### config.mk
export PLATFORM = sky130hd
export DESIGN_NAME = tsi_alu
export DESIGN_NICKNAME = d
export VERILOG_FILES = /design/src/sv/tsi_alu.sv
export SDC_FILE = /design/constraint.sdc
export NUM_CORES = 1
export LEC_CHECK = 0
export ABC_AREA = 0
export BUFFER_PORTS_ARGS = -buffer_cell sky130_fd_sc_hd__buf_4
export CAP_MARGIN = 15
export CELL_PAD_IN_SITES_DETAIL_PLACEMENT = 0
export CELL_PAD_IN_SITES_GLOBAL_PLACEMENT = 1
export CORE_MARGIN = 2
export CORE_UTILIZATION = 25
export DETAILED_ROUTE_END_ITERATION = 6
export PLACE_DENSITY = 0.95
export SLEW_MARGIN = 20
export SYNTH_ARGS = -nofsm -noshare
export SYNTH_HDL_FRONTEND = slang
export SYNTH_SLANG_ARGS = --single-unit
### constraint.sdc
create_clock -name vclk -period 2.1
set_input_delay 0.21 -clock vclk [all_inputs]
set_output_delay 0.21 -clock vclk [all_outputs]
set_load 0.05 [all_outputs]
### src/sv/tsi_alu.sv
// tsi_alu: shared compare and increment unit used by the sequencer steps.
// Compares node numbers, query nodes and the get length. No dependencies.
module tsi_alu #(
    parameter int CW = 17
) (
    input  logic [CW-1:0] i_a,
    input  logic [CW-1:0] i_b,
    input  logic [CW-1:0] i_c,
    output logic          o_ge,
    output logic [CW-1:0] o_inc
);

    assign o_ge  = (i_a >= i_b);
    assign o_inc = i_c + CW'(1);

endmodule

==> results.cfg <==
[cells_and_area]
fin_cells = 198
diodes = 0
ff_latch_area_um2 = 0
multi_input_area_um2 = 616.8
seq_cell_count = 0
nFillCells = 282
clkbuf_count = 0
area_growth_pct = 80.47
final_cell_area_um2 = 1249
fin_nets = 238
layout-drive-gt1-share_pct = 43.71

[power_and_ir_drop]
power_density_nw_per_um2 = 236.0
ir_drop_v = 0.0001667
intPower_uw = 133.0
swShare_pct = 54.87
p_total_uw = 294.7
seqPwrFrac_pct = 0
switching_power_uw = 161.7
clock_power_share_pct = 0
p_comb_share_pct = 100.0
p_leak_uw = 0.0006902

[timing]
finalCriticalPeriod_ns = 1.633
tightest_slew_ns = 0.2265
max_slew_margin_pct = 84.81
setup_tns_ns = 0
hold_viol_final = 0
fin_crit_sh_pct = 77.75
finalSetupViolCount = 0
slew_violations = 0
fmax_mhz = 612.5
rsz0062_at_grt = no

[global_routing]
grt_pass1_wl_um = 3705
grt_max_degree = 6
overflow = 0
track_usage_pct = 13.53
grt_pass1_vias = 964
antenna_found_initial = 0

[run_status]
status = finished, final reports clean

[drt]
antenna_left = 0
finalWirelength_um = 2111
first_iter_violations = 17
wire_per_inst_um = 10.66
drt_drc_violations_left = 0
dr.pass1.iters = 3
vias = 916
via_per_inst = 4.626

[setup_path]
cpMostUsedCell = buf_4
startpoint_type = input port
path_cells = buf_4 -> ha_1 -> a211oi_1 -> o21ai_0 -> o31ai_1 -> nand2_1 -> buf_4
cp-end-kind = primary output
critPathMaxFanout = 2
critPathTopFamily = compound AO/OA/AOI/OAI gates
critPathKind = in -> out
worst_ep_arrival_time_ns = 1.42
cp_num_buf_inv = 2
slowest_stage = ha_1
max_stage_delay_ns = 0.30
cp.required_ns = 1.89

[synthesis]
yosys_warnings = 0
synthesis.area_um2 = 691.9
synth_area_leader_cell = ha_1
synth.distinct_cells = 20
synth.top_cell.area_share_pct = 32.55
synth.most_common_cell = inv_1
yosys-top-cells-count = inv_1 (20), ha_1 (18), xnor2_1 (13)
yosysSeqAreaShare_pct = 0
syn_area_per_cell_um2 = 7.060
yosys-top-cells-area = ha_1 (33%), xnor2_1 (16%), inv_1 (11%)
postSynthCellCount = 98
syn-num-nets = 167

[hold_path]
hold_end = o_inc[0]
hold_path.class = in -> out
hold_depth = 3
min-delay-start = i_c[0]

[clocking]
ctsHoldBuffers = 0
post_cts_buffers = 0
cts_resized = 0

[floorplanning]
num_rows = 19
start_util_pct = 25.76
io_pins = 69
coreArea_um2 = 2686
fp.dieW_um = 56.61
die-area_um2 = 3205
die_h_um = 56.61

[placed_design]
io_buffers = 69
place_inst = 198
dpl_cell_area_um2 = 1249
post-dp-hpwl_um = 1954
gp_congestion = 0.7658

[run]
max_cap_violations = 0
## kinds of logic after synthesis
logic type,Yosys count,synth area share (%)
simple gates,32,26.04
xor+xnor,15,18.99
fa+ha+maj,18,32.55
buf+inv,20,10.85
compound gates,13,11.57
## placed cells by master (no fill, tap or decap)
master	n
a211oi_1	5
a21oi_1	4
and2b_1	1
and3_1	2
and3_4	1
and4_1	1
and4_4	1
buf_4	69
ha_1	18
inv_1	20
nand2_1	9
nand2b_1	1
nand3_1	10
nand3_2	1
nand4_1	3
nor2_1	1
nor2_2	1
o21ai_0	3
o31ai_1	1
xnor2_1	13
xor2_1	2
## power groups by stage
stage | Combinational (uW) | Clock [uW] | Sequential (uW)
floorplan | 160 | 0 | 0
global placement | 289 | 0 | 0
detailed placement | 297 | 0 | 0
CTS | 298 | 0 | 0
global route | 321 | 0 | 0
finish | 295 | 0 | 0
## routing by layer
layer / vias to the layer above / part of all wire (%) / global-route usage, %
met5: - / 0 / 0
met4: 0 / 0 / 0
met1: 393 / 38 / 14.70
li1: 475 / - / -
met2: 48 / 51 / 27.91
met3: 0 / 11 / 2.535
## final cells by class
| cell class | instances | share of cell area, % |
|---|---|---|
| inverter | 20 | 6.012 |
| timing repair buffer | 69 | 41.48 |
| multi-input combinational | 78 | 49.40 |
| tap | 31 | 3.106 |
## stage by stage
stage                     util, %  setup slack (ns)  hold WS (ns)
final                       46.48            0.4673        0.7414
after global routing        46.48            0.3130        0.7524
after CTS                   46.48            0.4535        0.7434
after detailed placement    46.48            0.4537        0.7405
after global placement      46.48            0.4565        0.7394
after floorplan                 -            0.2520        0.5965
## worst max-delay path by stage
stage | endpoint | slack, ns | start | depth (start not counted)
final | o_ge | 0.47 | i_a[6] | 7
after global routing | o_ge | 0.31 | i_a[6] | 7
after CTS | o_ge | 0.45 | i_a[6] | 7
after detailed placement | o_ge | 0.45 | i_a[6] | 7
after global placement | o_ge | 0.46 | i_a[10] | 7
after floorplan | o_inc[15] | 0.25 | i_c[3] | 5
(Power assumes the default switching activity.)
