<file path="config.mk">
export PLATFORM = sky130hd
export DESIGN_NAME = tsi_ram
export DESIGN_NICKNAME = d
export VERILOG_FILES = /design/src/sv/tsi_ram.sv
export SDC_FILE = /design/constraint.sdc
export NUM_CORES = 2
export LEC_CHECK = 0
export BUFFER_PORTS_ARGS = -buffer_cell sky130_fd_sc_hd__buf_2
export CAP_MARGIN = 20
export CELL_PAD_IN_SITES_DETAIL_PLACEMENT = 2
export CELL_PAD_IN_SITES_GLOBAL_PLACEMENT = 2
export CORE_UTILIZATION = 51
export CTS_BUF_LIST = sky130_fd_sc_hd__clkbuf_16
export DETAILED_ROUTE_END_ITERATION = 12
export GPL_TIMING_DRIVEN = 0
export PLACE_DENSITY_LB_ADDON = 0.1
export SYNTH_ARGS = -nofsm -noshare
export SYNTH_HDL_FRONTEND = slang
export SYNTH_SLANG_ARGS = --single-unit
</file>
<file path="constraint.sdc">
create_clock -name i_clk -period 3.2 [get_ports i_clk]
set_clock_uncertainty 0.2 [all_clocks]
set_input_delay 0.32 -clock i_clk [delete_from_list [all_inputs] [get_ports i_clk]]
set_output_delay 0.32 -clock i_clk [all_outputs]
set_load 0.02 [all_outputs]
</file>
<file path="src/sv/tsi_ram.sv">
// tsi_ram: generic simple dual-port RAM, one write port and one read port.
// Read data is registered. No dependencies.
module tsi_ram #(
    parameter int WIDTH = 8,
    parameter int DEPTH = 256
) (
    input  logic                     i_clk,
    input  logic                     i_we,
    input  logic [$clog2(DEPTH)-1:0] i_waddr,
    input  logic [WIDTH-1:0]         i_wdata,
    input  logic                     i_re,
    input  logic [$clog2(DEPTH)-1:0] i_raddr,
    output logic [WIDTH-1:0]         o_rdata
);

    logic [WIDTH-1:0] mem [DEPTH];
    logic [WIDTH-1:0] r_rdata;

    always_ff @(posedge i_clk) begin
        if (i_we) begin
            mem[i_waddr] <= i_wdata;
        end
        if (i_re) begin
            r_rdata <= mem[i_raddr];
        end
    end

    assign o_rdata = r_rdata;

endmodule

</file>
==> results of run 1 <==
-- cell usage after synthesis (all sizes together) (6+ instances only) --
cell type  number
nor3           22
buf           122
mux4          456
and2            6
o21ai          12
a22o            8
clkbuf        111
edfxtp       2056
nor4           27
nand4          10
o22ai          28
nor2          282
o211ai         10
nor2b          31
a211oi         16
o221ai         47
mux2i         134
a221oi         14
a21oi          96
a22oi         133
nand3          34
nand2b          8
nand2          33
-- cells by family after synthesis --
kind of cell / count (synthesis)
muxes: 591
AOI/OAI and AO/OA: 385
and+or+nand+nor: 466
buffers and inverters: 235
DFF: 2056
-- per-stage QoR --
| stage | setup TNS, ns | std cells |
|---|---|---|
| global placement | -4449.32 | 5804 |
| floorplan | 0 | 3733 |
==> key figures, run 1 <==
Logic synthesis
  • Number of synthesized flops with an enable pin: 2056
  • Post-Synth Simple-Gate Area: 0.0263
  • Yosys cell types: 54
  • Synth Area in Adders: 0
  • Largest area contributor in the netlist: edfxtp_1
  • Mapped Area: 0.0796 mm²
  • Cell count after synthesis: 3733
  • Mux share of post-synthesis cell area: 0.146
  • Post-Synth XOR/XNOR Area: 0
  • Synth Net Count: 3760
  • Synth top area cells: edfxtp_1, mux4_2, mux2i_1, nor2_1, a22oi_1
  • Compound-Gate Fraction of Synth Area: 0.0342
  • Ys async rst share: 0
  • Main flop type after synthesis: edfxtp_1
  • Main combinational cell family by area after synthesis: multiplexers
  • Register area share after synthesis: 0.775
  • Post-synthesis register bit count: 2056
  • Synth warn: 0
  • Yosys top cell area share: 0.775
  • Mapped Avg Cell Area: 21.3 µm²

Status
  • Tool error: [ERROR DPL-0033] detailed placement checks failed during check placement.
  • Stopping stage: detailed placement
  • Status: stopped before the end

Placed design
  • Hpwl dp: roughly 210000 µm
  • Placer congestion estimate: 0.923
  • # port buffers: 27

Floorplan
  • Ports: 35
  • Die width: between 300 and 400 µm
  • Starting Density: 0.515
  • FP Rows: 144
  • Die Y: 397 µm
==> run 2: changes to the inputs <==
==> config.mk (replaced) <==
export PLATFORM = sky130hd
export DESIGN_NAME = tsi_ram
export DESIGN_NICKNAME = d
export VERILOG_FILES = /design/src/sv/tsi_ram.sv
export SDC_FILE = /design/constraint.sdc
export NUM_CORES = 2
export LEC_CHECK = 0
export BUFFER_PORTS_ARGS = -buffer_cell sky130_fd_sc_hd__buf_2
export CAP_MARGIN = 20
export CORE_UTILIZATION = 40
export DETAILED_ROUTE_END_ITERATION = 12
export GPL_TIMING_DRIVEN = 0
export PLACE_DENSITY_LB_ADDON = 0.15
export SYNTH_ARGS = -nofsm -noshare
export SYNTH_HDL_FRONTEND = slang
export SYNTH_SLANG_ARGS = --single-unit
==> key figures, run 2 <==
Timing
  • Highest Clock Rate: between 200 and 300 MHz
  • Post-route setup TNS: -2.96 ns
  • Fin. Hold Viols: 0
  • Final worst-path cycle share: 1.04
  • Max-Slew Margin vs Limit: 0.226
  • Final Max Tran Viols: 0
  • Slew @ Worst Pin: 1.16 ns
  • Unrepaired setup endpoints after global routing: false
  • Final WS setup: -0.142 ns
  • Tmin final: 3.34 ns
  • # setup viols final: 67

Floorplan
  • Die area: 0.201 mm²
  • FP Rows: 163 (+13%)
  • Core ar.: ~0.20 mm²
  • Starting Density: 0.403 (-0.112)
  • Die width: 448 µm (+13%)
  • Ports: 35 (unchanged)
  • Die Y: 448 µm (+13%)

Pwr
  • Gate power share: 0.061
  • Worst IR Drop VDD: 0.000464 V
  • Sw frac: 0.226
  • Total Power: approximately 57 mW
  • Clock power frac: 0.413
  • Pwr dens: 620 mW/mm²
  • Psw: approximately 13 mW
  • Sequential share of power: 0.526
  • P_int: ~44 mW
  • Leakage: 28.0 nW

Worst setup path
  • Slowest CP cell: nor2_1
  • CP Class: in2reg
  • Worst EP required: 3.45 ns
  • CP arrival: approximately 3.6 ns
  • Max FO, Critical Path: 10
  • Worst path cell trace: clkbuf_1 -> nor2b_1 -> clkbuf_1 -> nand3_1 -> clkbuf_2 -> nor2_1
  • R2R cell count: 6
  • CP Launch Type: primary input
  • Worst reg-to-reg setup slack: 0.08 ns
  • Crit. End Element: flop
  • Critical path's top delay family: buffers and inverters
  • Worst path buffer plus inverter count: 3
  • Stages on the worst setup path: 6
  • CP peak stage delay: approximately 1 ns
  • Most frequent cell on the critical path: clkbuf_1

Clocking
  • CTS tree: yes
  • Clk Latency, worst-skew pair: approximately 0.86 ns
  • Clock Sinks: 2056
  • CTS Root Cell: clkbuf_16
  • Reg clk slew, reported paths: 0.06 ns
  • Num CTS Buffers: 206
  • Clock Tree Buf Depth: 3
  • H-tree levels: 4

GRT
  • Global-route wire length before repair: around 350000 µm
  • GRT Overall Usage: 0.259
  • Global-route track usage on met1: 0.371
  • Met3 Use GR: 0.0503
  • Gr busiest metal: met2
  • Largest net degree at the start of global routing: 149
  • Vias in the first global route: 40500
  • Initial antenna violation count: 14
  • Global route overflow: 0
  • GRT met2 Usage: 0.392

Final layout
  • Final Util: 0.461
  • Nets: roughly 4100
  • Area growth from synthesis to layout: 14.5%
  • Layout cells sized above 1: 0.248
  • Number of flip-flops in the largest register: about 2000
  • Most frequent cells in the layout: edfxtp_1, mux4_2, nor2_1
  • Top reg by flops: mem
  • Commonest non-fill, non-tap cell in the layout: edfxtp_1

Logic synthesis
  • Main combinational cell family by area after synthesis: multiplexers
  • Largest area contributor in the netlist: edfxtp_1
  • Synth cell count leaders: edfxtp_1, mux4_2, nor2_1
  • Post-synthesis register bit count: 2056 (unchanged)
  • Yosys cell types: 54 (unchanged)
  • Ys async rst share: 0 (unchanged)
  • Synth warn: 0 (unchanged)
  • Main flop type after synthesis: edfxtp_1
  • Synth Net Count: 3760 (unchanged)
  • Mux share of post-synthesis cell area: 0.146 (unchanged)
  • Top-count cell post-synth: edfxtp_1
  • Synth Area in Adders: 0 (unchanged)
  • Compound-Gate Fraction of Synth Area: 0.0342 (unchanged)
  • Mapped Area: 0.0796 mm² (unchanged)
  • Number of synthesized flops with an enable pin: 2056 (unchanged)
  • Post-Synth Simple-Gate Area: 0.0263 (unchanged)
  • Mapped Avg Cell Area: 21.3 µm² (unchanged)
  • Post-Synth XOR/XNOR Area: 0 (unchanged)
  • Synth top area cells: edfxtp_1, mux4_2, mux2i_1, nor2_1, a22oi_1
  • Cell count after synthesis: 3733 (unchanged)
  • Yosys top cell area share: 0.775 (unchanged)
  • Register area share after synthesis: 0.775 (unchanged)

Placed design
  • # port buffers: 27 (unchanged)
  • Placer congestion estimate: 0.901 (-2.4%)
  • Placement Setup Slack: -2.23 ns
  • Hpwl dp: 175000 µm (-16%)

Routing
  • DR vias/cell: 6.08
  • DRC: 0
  • Total routed wirelength: 259000 µm
  • First-iteration detailed-routing DRC count: between 5000 and 6000
  • Vias: 41600
  • Avg WL per Cell: 37.8 µm
  • Drt pass-1 iters: 7
  • Post-route ant nets: 0

Flow run
  • MaxCap Viol Count: 0

Worst hold path
  • WHS Path Cells: 3
  • Hold Crit Class: in2reg

Status
  • Failing checks: setup timing
  • Status: complete, but fails checks
==> run 2: cell counts after synthesis <==
No cell type changed its count.
==> run 2: stage by stage <==
stage               hold slack [ns]  cells  instance area [µm²]
floorplan                     0.219   3733                79600
global placement              0.541   6400                83100
detailed placement            0.548   6452                84100
CTS                           0.129   6835                91100
global route                  0.132   6838                91200
finish                        0.145   6839                91200
==> run 2: per-layer routing <==
metal  vias up  wire length (µm)
li1      16300                 -
met1     22700            107000
met2      2170            118000
met3       417             22900
met4        12             10700
met5         -                62
==> run 2: power groups by stage <==
stage                     registers, mW  clock network (mW)  logic, mW
after detailed placement           30.3                   0       3.33
after global routing               29.7                24.5       3.52
after CTS                          29.7                23.6       3.41
after floorplan                    30.3                   0       1.44
final                              29.7                23.3       3.45
after global placement             30.4                   0       3.17
==> run 2: layout make-up <==
class | count | area (µm²)
Tap cell | 2640 | 3300
Sequential cell | 2056 | 61700
Inverter | 2 | 7.51
Clock buffer | 265 | 5460
Timing Repair Buffer | 94 | 1310
Multi-Input combinational cell | 1442 | 16800
Antenna cell | 1 | 2.50
Buffer | 231 | 1630
Clock inverter | 108 | 915
Fill cell | 16500 | 106000
==> run 2: cells by family after synthesis <==
| group | after synthesis |
|---|---|
| compound gates | 385 |
| buf+inv | 235 |
| flops | 2056 |
| mux | 591 |
| simple gates | 466 |
==> run 2: worst paths after layout <==
kind / start / to
min: i_waddr[1] / mem[23][5]
max: i_waddr[0] / mem[73][2]
max reg2reg: mem[83][6] / o_rdata[6]
min reg2reg: mem[32][5] / o_rdata[5]
==> run 2: tightest hold or removal path, cell delays in order <==
cell      delay (ns)
clkbuf_1        0.28
nand4_1         0.27
nor2_1          0.13
==> run 2: repair_timing <==
action / CTS / global route
hold buffers: 9 / 0
resized for setup: 121 / 23
setup endpoints to repair: 8 / 36
cloned: 0 / 0
pin swaps: 1 / 1
hold endpoints to repair: 725 / 0
setup buffers: 2 / 0
(Power assumes the default switching activity.)
